===== config.mk =====
export PLATFORM = sky130hd
export DESIGN_NAME = descending_distance_sorter
export DESIGN_NICKNAME = d
export VERILOG_FILES = /design/src/dds_pkg.sv /design/src/descending_distance_sorter.sv
export SDC_FILE = /design/constraint.sdc
export NUM_CORES = 2
export LEC_CHECK = 0
export ABC_AREA = 0
export BUFFER_PORTS_ARGS = -buffer_cell sky130_fd_sc_hd__buf_2
export CAP_MARGIN = 20
export CORE_MARGIN = 1.5
export CORE_UTILIZATION = 25
export DETAILED_ROUTE_END_ITERATION = 7
export SLEW_MARGIN = 30
export SYNTH_ARGS = -nofsm -noshare
export SYNTH_HDL_FRONTEND = slang
export SYNTH_SLANG_ARGS = --single-unit

===== constraint.sdc =====
create_clock -name clock -period 5.23 [get_ports clock]
set_input_delay 0.2615 -clock clock [delete_from_list [all_inputs] [get_ports clock]]
set_output_delay 0.2615 -clock clock [all_outputs]
set_load 0.01 [all_outputs]

===== src/dds_pkg.sv =====
`timescale 1ns / 1ps
// ----------------------------------------------------------------------------
// Descending distance sorter package
// Record and channel types, capacity and index widths shared by the sorter.
// ----------------------------------------------------------------------------
package dds_pkg;

   localparam int MAX_RECORDS = 64;
   localparam int IDX_W       = $clog2(MAX_RECORDS);
   localparam int CNT_W       = $clog2(MAX_RECORDS + 1);

   typedef struct packed {
      logic [31:0] distance_key;
      logic [15:0] position_x;
      logic [15:0] position_y;
      logic        last_in;
   } req_payload_type;

   typedef struct packed {
      logic [31:0] sorted_key;
      logic [15:0] sorted_x;
      logic [15:0] sorted_y;
      logic        last_out;
   } rsp_payload_type;

   typedef struct packed {
      logic [31:0] key;
      logic [15:0] x;
      logic [15:0] y;
   } record_type;

endpackage


===== src/descending_distance_sorter.sv =====
`timescale 1ns / 1ps
// ----------------------------------------------------------------------------
// Descending distance sorter
// Collects records and emits them by distance key, greatest first, stable.
// ----------------------------------------------------------------------------
// Records arrive on the req_ channel as valid/ready transfers. Each record is
// placed by insertion into a record memory with one read and one write port:
// entries with a strictly smaller key move up one slot, one entry per cycle,
// so equal keys keep their arrival order. The first record of a set is written
// directly; any later record first reads its neighbour slot, then moves up each
// stored record it passes and takes the freed slot. req_ready is low meanwhile.
// Records beyond MAX_RECORDS are dropped; a dropped record marked last still
// closes the set.
// When the record marked last has been placed, the set is streamed out on the
// rsp_ channel, each record by a memory read, then the output register, the
// final record carrying last_out. The set is then empty. A stalled receiver
// holds the output register and pauses the stream; a new set may be loaded
// while the final result still waits. Synchronous reset empties the set and
// the output register; memory contents are not cleared.
// ----------------------------------------------------------------------------
module descending_distance_sorter (
   input  logic                     clock,
   input  logic                     reset,
   input  logic                     req_valid,
   output logic                     req_ready,
   input  dds_pkg::req_payload_type req_data,
   output logic                     rsp_valid,
   input  logic                     rsp_ready,
   output dds_pkg::rsp_payload_type rsp_data
);

   localparam int ST_W = 3;
   localparam logic [ST_W-1:0] ST_IDLE      = 3'd0;
   localparam logic [ST_W-1:0] ST_LOOKUP    = 3'd1;
   localparam logic [ST_W-1:0] ST_SHIFT     = 3'd2;
   localparam logic [ST_W-1:0] ST_PLACE     = 3'd3;
   localparam logic [ST_W-1:0] ST_EMIT_READ = 3'd4;
   localparam logic [ST_W-1:0] ST_EMIT_LOAD = 3'd5;

   logic [ST_W-1:0]              state_ff, state_in;
   logic [dds_pkg::CNT_W-1:0]    count_ff, count_in;
   logic [dds_pkg::IDX_W-1:0]    pos_ff, pos_in;
   logic [dds_pkg::IDX_W-1:0]    emit_ff, emit_in;
   logic                         closing_ff, closing_in;
   dds_pkg::record_type          new_ff, new_in;
   logic                         rsp_valid_ff, rsp_valid_in;
   dds_pkg::rsp_payload_type     rsp_ff, rsp_in;

   dds_pkg::record_type          record_mem_ff [dds_pkg::MAX_RECORDS];
   dds_pkg::record_type          rd_data_ff;
   logic                         rd_en;
   logic [dds_pkg::IDX_W-1:0]    rd_addr;
   logic                         wr_en;
   logic [dds_pkg::IDX_W-1:0]    wr_addr;
   dds_pkg::record_type          wr_data;

   logic                         req_fire;
   logic                         out_free;
   logic                         emit_last;
   logic                         emit_load;

   assign req_ready = (state_ff == ST_IDLE);
   assign req_fire  = req_valid && req_ready;
   assign out_free  = !rsp_valid_ff || rsp_ready;
   assign emit_last = ({1'b0, emit_ff} + 1'b1) == count_ff;
   assign emit_load = (state_ff == ST_EMIT_LOAD) && out_free;

   assign rsp_valid = rsp_valid_ff;
   assign rsp_data  = rsp_ff;

   always_comb begin
      state_in     = state_ff;
      count_in     = count_ff;
      pos_in       = pos_ff;
      emit_in      = emit_ff;
      closing_in   = closing_ff;
      new_in       = new_ff;
      rsp_valid_in = rsp_valid_ff;
      rsp_in       = rsp_ff;
      rd_en        = 1'b0;
      rd_addr      = emit_ff;
      wr_en        = 1'b0;
      wr_addr      = pos_ff;
      wr_data      = new_ff;

      if (rsp_valid_ff && rsp_ready) begin
         rsp_valid_in = 1'b0;
      end

      unique case (state_ff)
         ST_IDLE: begin
            if (req_fire) begin
               new_in.key = req_data.distance_key;
               new_in.x   = req_data.position_x;
               new_in.y   = req_data.position_y;
               closing_in = req_data.last_in;
               emit_in    = '0;
               if (count_ff < dds_pkg::CNT_W'(dds_pkg::MAX_RECORDS)) begin
                  pos_in   = count_ff[dds_pkg::IDX_W-1:0];
                  state_in = (count_ff == '0) ? ST_PLACE : ST_LOOKUP;
               end else if (req_data.last_in) begin
                  state_in = ST_EMIT_READ;
               end
            end
         end
         ST_LOOKUP: begin
            rd_en    = 1'b1;
            rd_addr  = pos_ff - 1'b1;
            state_in = ST_SHIFT;
         end
         ST_SHIFT: begin
            wr_en = 1'b1;
            if (rd_data_ff.key < new_ff.key) begin
               wr_data = rd_data_ff;
               pos_in  = pos_ff - 1'b1;
               if (pos_ff == dds_pkg::IDX_W'(1)) begin
                  state_in = ST_PLACE;
               end else begin
                  rd_en   = 1'b1;
                  rd_addr = pos_ff - dds_pkg::IDX_W'(2);
               end
            end else begin
               count_in = count_ff + 1'b1;
               state_in = closing_ff ? ST_EMIT_READ : ST_IDLE;
            end
         end
         ST_PLACE: begin
            wr_en    = 1'b1;
            count_in = count_ff + 1'b1;
            state_in = closing_ff ? ST_EMIT_READ : ST_IDLE;
         end
         ST_EMIT_READ: begin
            rd_en    = 1'b1;
            rd_addr  = emit_ff;
            state_in = ST_EMIT_LOAD;
         end
         ST_EMIT_LOAD: begin
            if (out_free) begin
               rsp_valid_in        = 1'b1;
               rsp_in.sorted_key   = rd_data_ff.key;
               rsp_in.sorted_x     = rd_data_ff.x;
               rsp_in.sorted_y     = rd_data_ff.y;
               rsp_in.last_out     = emit_last;
               if (emit_last) begin
                  count_in = '0;
                  state_in = ST_IDLE;
               end else begin
                  emit_in  = emit_ff + 1'b1;
                  state_in = ST_EMIT_READ;
               end
            end
         end
         default: begin
            state_in = ST_IDLE;
         end
      endcase
   end

   always_ff @(posedge clock) begin
      if (wr_en) begin
         record_mem_ff[wr_addr] <= wr_data;
      end
      if (rd_en) begin
         rd_data_ff <= record_mem_ff[rd_addr];
      end
   end

   always_ff @(posedge clock) begin
      if (reset) begin
         state_ff     <= ST_IDLE;
         count_ff     <= '0;
         rsp_valid_ff <= 1'b0;
      end else begin
         state_ff     <= state_in;
         count_ff     <= count_in;
         rsp_valid_ff <= rsp_valid_in;
      end
   end

   always_ff @(posedge clock) begin
      pos_ff     <= pos_in;
      emit_ff    <= emit_in;
      closing_ff <= closing_in;
      new_ff     <= new_in;
      rsp_ff     <= rsp_in;
   end

`ifndef NO_ASSERTIONS
   assert property (@(posedge clock) disable iff (reset)
      count_ff <= dds_pkg::CNT_W'(dds_pkg::MAX_RECORDS))
      else $error("Record count exceeds capacity.");

   assert property (@(posedge clock) disable iff (reset)
      (state_ff == ST_SHIFT) |-> (pos_ff != '0))
      else $error("Insertion shift reached slot zero.");

   assert property (@(posedge clock) disable iff (reset)
      (emit_load && emit_last) |=> (count_ff == '0) && (state_ff == ST_IDLE))
      else $error("Set not emptied after final result.");

   assert property (@(posedge clock) disable iff (reset)
      (req_fire && (count_ff < dds_pkg::CNT_W'(dds_pkg::MAX_RECORDS))) |=> !req_ready)
      else $error("Stored record did not start insertion.");

   assert property (@(posedge clock) disable iff (reset)
      (rsp_valid_ff && !rsp_ready) |=> rsp_valid_ff && $stable(rsp_ff))
      else $error("Stalled result changed.");
`endif

endmodule

==> flow_summary.html <==
<table>
<tr><th>Metric</th><th>Value</th></tr>
<tr><th colspan="2">Timing</th></tr>
<tr><td>Slew Limit Fails</td><td>0</td></tr>
<tr><td>Worst clock skew</td><td>~66 ps</td></tr>
<tr><td>Headroom to the max-slew limit</td><td>0.291</td></tr>
<tr><td>Post-route setup slack</td><td>-23.0 ps</td></tr>
<tr><td>Final hold violation count</td><td>0</td></tr>
<tr><td>Total of endpoints with negative setup slack in the final report</td><td>1</td></tr>
<tr><td>Period utilization</td><td>1.00</td></tr>
<tr><td>Worst slew pin tran</td><td>around 1100 ps</td></tr>
<tr><td>Peak Freq</td><td>between 150 and 200 MHz</td></tr>
<tr><td>Worst hold slack across all endpoints</td><td>56.2 ps</td></tr>
<tr><td>Clock period minus worst slack</td><td>5250 ps</td></tr>
<tr><td>Sum of negative setup slack</td><td>-23.0 ps</td></tr>
<tr><th colspan="2">Drt</th></tr>
<tr><td>Post-DRT Antenna Nets</td><td>0</td></tr>
<tr><td>Sum of routed wire length over all layers</td><td>549,000 µm</td></tr>
<tr><td>Vias post-DR</td><td>101,000</td></tr>
<tr><td>Vias per inst</td><td>around 5.0</td></tr>
<tr><td>1st-pass router iterations</td><td>8</td></tr>
<tr><td>Detailed-route DRC error count</td><td>0</td></tr>
<tr><td>DRC marker count from the first detailed-route iteration</td><td>15,300</td></tr>
<tr><td>Wire length per cell</td><td>27.4 µm</td></tr>
<tr><th colspan="2">Synthesis</th></tr>
<tr><td>Synthesized area divided by synthesized cell count</td><td>between 15 and 20 µm²</td></tr>
<tr><td>Yosys Warn Count</td><td>0</td></tr>
<tr><td>Post-synthesis net count</td><td>10,200</td></tr>
<tr><td>Synth top area cells</td><td>sky130_fd_sc_hd__edfxtp_1 (78%), sky130_fd_sc_hd__nand2_1 (5.0%), sky130_fd_sc_hd__mux4_2 (4.2%), sky130_fd_sc_hd__mux2i_1 (2.5%), sky130_fd_sc_hd__nand3_1 (2.3%)</td></tr>
<tr><td>Mapped Cells</td><td>10,100</td></tr>
<tr><td>EDFF count, synth</td><td>~4,300</td></tr>
<tr><td>Register area share after synthesis</td><td>0.781</td></tr>
<tr><td>Area share of the leading cell type in the synthesized netlist</td><td>0.780</td></tr>
<tr><td>Netlist area before placement</td><td>about 0.17 mm²</td></tr>
<tr><td>Post-synthesis async set-or-reset flop share</td><td>0</td></tr>
<tr><td>Library cell with the largest summed area after synthesis</td><td>sky130_fd_sc_hd__edfxtp_1</td></tr>
<tr><td>Cell variety after synth</td><td>72</td></tr>
<tr><td>Synth Register Bits</td><td>4,313</td></tr>
<tr><td>Main synth FF type</td><td>sky130_fd_sc_hd__edfxtp_1</td></tr>
<tr><th colspan="2">Floorplanning</th></tr>
<tr><td>Row count</td><td>298</td></tr>
<tr><td>Die Span X</td><td>just over 800 µm</td></tr>
<tr><td>Die area</td><td>between 0.6 and 0.7 mm²</td></tr>
<tr><td>Core Area</td><td>between 0.6 and 0.7 mm²</td></tr>
<tr><td>Floorplan die height</td><td>817 µm</td></tr>
<tr><td>Initial Utilization</td><td>0.251</td></tr>
<tr><td>Io pins</td><td>136</td></tr>
<tr><th colspan="2">Worst setup path</th></tr>
<tr><td>Largest driver fanout on the critical path</td><td>19</td></tr>
<tr><td>Arrival time worst endpoint</td><td>5920 ps</td></tr>
<tr><td>Crit. End Element</td><td>flip-flop</td></tr>
<tr><td>Category of the most critical setup path</td><td>flip-flop to flip-flop</td></tr>
<tr><td>WP data required</td><td>5900 ps</td></tr>
<tr><td>Element type at the critical path start</td><td>flip-flop</td></tr>
<tr><th colspan="2">Placement</th></tr>
<tr><td>Port bufs</td><td>135</td></tr>
<tr><td>Routability Congestion</td><td>0.829</td></tr>
<tr><td>Detailed Place HPWL</td><td>308,000 µm</td></tr>
<tr><td>Dpl cell area</td><td>approximately 0.19 mm²</td></tr>
<tr><th colspan="2">Final layout</th></tr>
<tr><td>Relative area change from synthesis to final layout</td><td>20.5%</td></tr>
<tr><td>Layout cells sized above 1</td><td>0.179</td></tr>
<tr><td>Multi-input gate area</td><td>0.0345 mm²</td></tr>
<tr><td>Fin area</td><td>0.200 mm²</td></tr>
<tr><td>Total of fill cells in the finished design</td><td>64,100</td></tr>
<tr><td>Nets@finish</td><td>11,100</td></tr>
<tr><td>Sequential standard cell area</td><td>roughly 0.13 mm²</td></tr>
<tr><th colspan="2">Hold path</th></tr>
<tr><td>Class of the tightest hold or removal check</td><td>input pin to flip-flop</td></tr>
<tr><th colspan="2">CTS</th></tr>
<tr><td>Number of clock sinks</td><td>4,313</td></tr>
<tr><td>Total number of H-tree levels</td><td>5</td></tr>
<tr><td>Master cell of the clock root buffer</td><td>sky130_fd_sc_hd__clkbuf_16</td></tr>
<tr><td>Clock latency of the later-clocked register in the worst-skew pair</td><td>980 ps</td></tr>
<tr><td>Clock Tree Buf Depth</td><td>4</td></tr>
<tr><td>Clock transition at the registers of the reported paths</td><td>60 ps</td></tr>
<tr><td>TritonCTS buffer count</td><td>between 400 and 500</td></tr>
<tr><td>CTS tree</td><td>built</td></tr>
<tr><th colspan="2">GRT</th></tr>
<tr><td>Overflow left after global routing</td><td>0</td></tr>
<tr><td>Vias in the first global route</td><td>94,500</td></tr>
<tr><td>Number of antenna violations at the first check in global routing</td><td>27</td></tr>
<tr><td>Pin count of the biggest net entering global routing</td><td>73</td></tr>
<tr><td>Wire length of the first global-routing pass</td><td>753,000 µm</td></tr>
<tr><td>Total routing resource utilization after global routing</td><td>0.157</td></tr>
<tr><th colspan="2">Outcome</th></tr>
<tr><td>Violations in the final reports</td><td>negative setup slack</td></tr>
<tr><td>Status</td><td>finished, violations left</td></tr>
<tr><th colspan="2">Power and ir drop</th></tr>
<tr><td>Maximum vdd drop</td><td>0.473 mV</td></tr>
<tr><td>Power density over cell area</td><td>637 mW/mm²</td></tr>
<tr><td>Leakage power figure</td><td>64.9 nW</td></tr>
<tr><th colspan="2">Run</th></tr>
<tr><td>Max capacitance violation total</td><td>0</td></tr>
</table>
-- logic make-up (layout without fill, tap and decap cells) --
| kind of cell | after synthesis | after routing | share of synthesized area |
|---|---|---|---|
| simple gates | 3364 | 3365 | 0.0862 |
| flops | 4313 | 4313 | 0.781 |
| buf+inv | 652 | 1870 | 0.0177 |
| xor+xnor | 20 | 20 | 0.00106 |
| other cells | 0 | 12 | 0 |
| compound gates | 969 | 969 | 0.0419 |
| mux | 754 | 754 | 0.0691 |
| fa+ha+maj | 41 | 41 | 0.00310 |
-- cell usage after synthesis, types with 104 or more instances --
library cell / instances
sky130_fd_sc_hd__buf_2: 215
sky130_fd_sc_hd__nand4_1: 135
sky130_fd_sc_hd__mux2i_1: 412
sky130_fd_sc_hd__edfxtp_1: 4302
sky130_fd_sc_hd__nand3_1: 769
sky130_fd_sc_hd__o21ai_0: 110
sky130_fd_sc_hd__a31oi_1: 250
sky130_fd_sc_hd__clkbuf_1: 291
sky130_fd_sc_hd__a21oi_1: 104
sky130_fd_sc_hd__nor2_1: 126
sky130_fd_sc_hd__a32oi_1: 302
sky130_fd_sc_hd__mux4_2: 309
sky130_fd_sc_hd__nand2_1: 2211
-- stage by stage --
stage	utilization	worst slack [ps]	instances	power (mW)
2_1_floorplan	-	-533	10100	72.9
3_3_place_gp	0.280	-910	19100	96.7
3_5_place_dp	0.280	-544	19200	97.1
4_1_cts	0.302	18.2	20000	126
5_1_grt	0.303	-60.0	20000	132
6_report	0.303	-23.0	20000	127
-- sequential cells by signal, indices dropped and copies added (netlist names) --
register / cells
closing_ff: 1
count_ff: 7
emit_ff: 6
new_ff: 64
pos_ff: 6
rd_data_ff: 64
record_mem_ff: 4096
rsp_data: 65
rsp_valid: 1
state_ff: 3
-- report_power, final --
group	total (mW)	switching, mW	internal, mW
combinational	52.7	33.8	18.9
sequential	45.2	0.879	44.3
clock	29.3	13.1	16.3
-- final cells by class --
type,count,share of cell area
clock buffer,504,0.0537
clock inverter,226,0.0108
multi-input combinational,5149,0.173
timing repair buffer,1101,0.0590
antenna,12,0.000150
sequential,4313,0.648
inverter,39,0.000746
tap,8700,0.0545
-- placed cells by master, fill, tap and decap left out, types with 109 or more instances in the layout --
master                          instances
sky130_fd_sc_hd__buf_2                135
sky130_fd_sc_hd__a31oi_1              250
sky130_fd_sc_hd__buf_12               271
sky130_fd_sc_hd__nand3_1              768
sky130_fd_sc_hd__mux2i_1              412
sky130_fd_sc_hd__dlygate4sd3_1        109
sky130_fd_sc_hd__clkbuf_16            413
sky130_fd_sc_hd__a32oi_1              302
sky130_fd_sc_hd__nand2_1             2209
sky130_fd_sc_hd__mux4_2               309
sky130_fd_sc_hd__nand4_1              135
sky130_fd_sc_hd__buf_4                572
sky130_fd_sc_hd__edfxtp_1            4302
-- critical path: stages (launching register included) --
cell and delay [ps]:
sky130_fd_sc_hd__edfxtp_1 510, sky130_fd_sc_hd__ha_1 330, sky130_fd_sc_hd__o211ai_1 470, sky130_fd_sc_hd__nor2_1 110, sky130_fd_sc_hd__o311ai_2 120, sky130_fd_sc_hd__buf_4 210, sky130_fd_sc_hd__a31oi_4 100, sky130_fd_sc_hd__buf_12 150
sky130_fd_sc_hd__buf_4 130, sky130_fd_sc_hd__buf_4 180, sky130_fd_sc_hd__or4_4 550, sky130_fd_sc_hd__and2_4 300, sky130_fd_sc_hd__buf_4 190, sky130_fd_sc_hd__buf_12 150, sky130_fd_sc_hd__buf_12 170, sky130_fd_sc_hd__buf_4 160
sky130_fd_sc_hd__mux4_2 300, sky130_fd_sc_hd__a22oi_1 200, sky130_fd_sc_hd__nand4_1 180, sky130_fd_sc_hd__or3_1 380
-- routing by layer --
| metal | GRT usage | vias up | share of wire |
|---|---|---|---|
| li1 | - | 41100 | - |
| met1 | 0.221 | 52400 | 0.40 |
| met2 | 0.242 | 6152 | 0.45 |
| met3 | 0.0265 | 1060 | 0.11 |
| met4 | 0.0572 | 4 | 0.041 |
| met5 | 0 | - | 0.000049 |
-- final timing paths --
path	startpoint	end	slack [ps]	cells after the start
worst max-delay path	rd_data_ff[35]	rd_data_ff[34]	-20	19
worst min-delay path	req_data[24]	new_ff[23]	60	2
worst max register to register	rd_data_ff[35]	rd_data_ff[34]	-20	19
worst min register to register	rd_data_ff[61]	rsp_data[62]	490	0
-- what timing repair did --
action,4_1_cts,5_1_grt
hold buffers,109,0
pin swaps,4,12
cloned,0,2
endpoints found under the hold margin,76,0
endpoints found under the setup margin,64,39
resized for setup,9,15
setup buffers,10,29
Note: power is estimated with default switching activity, not from simulation.
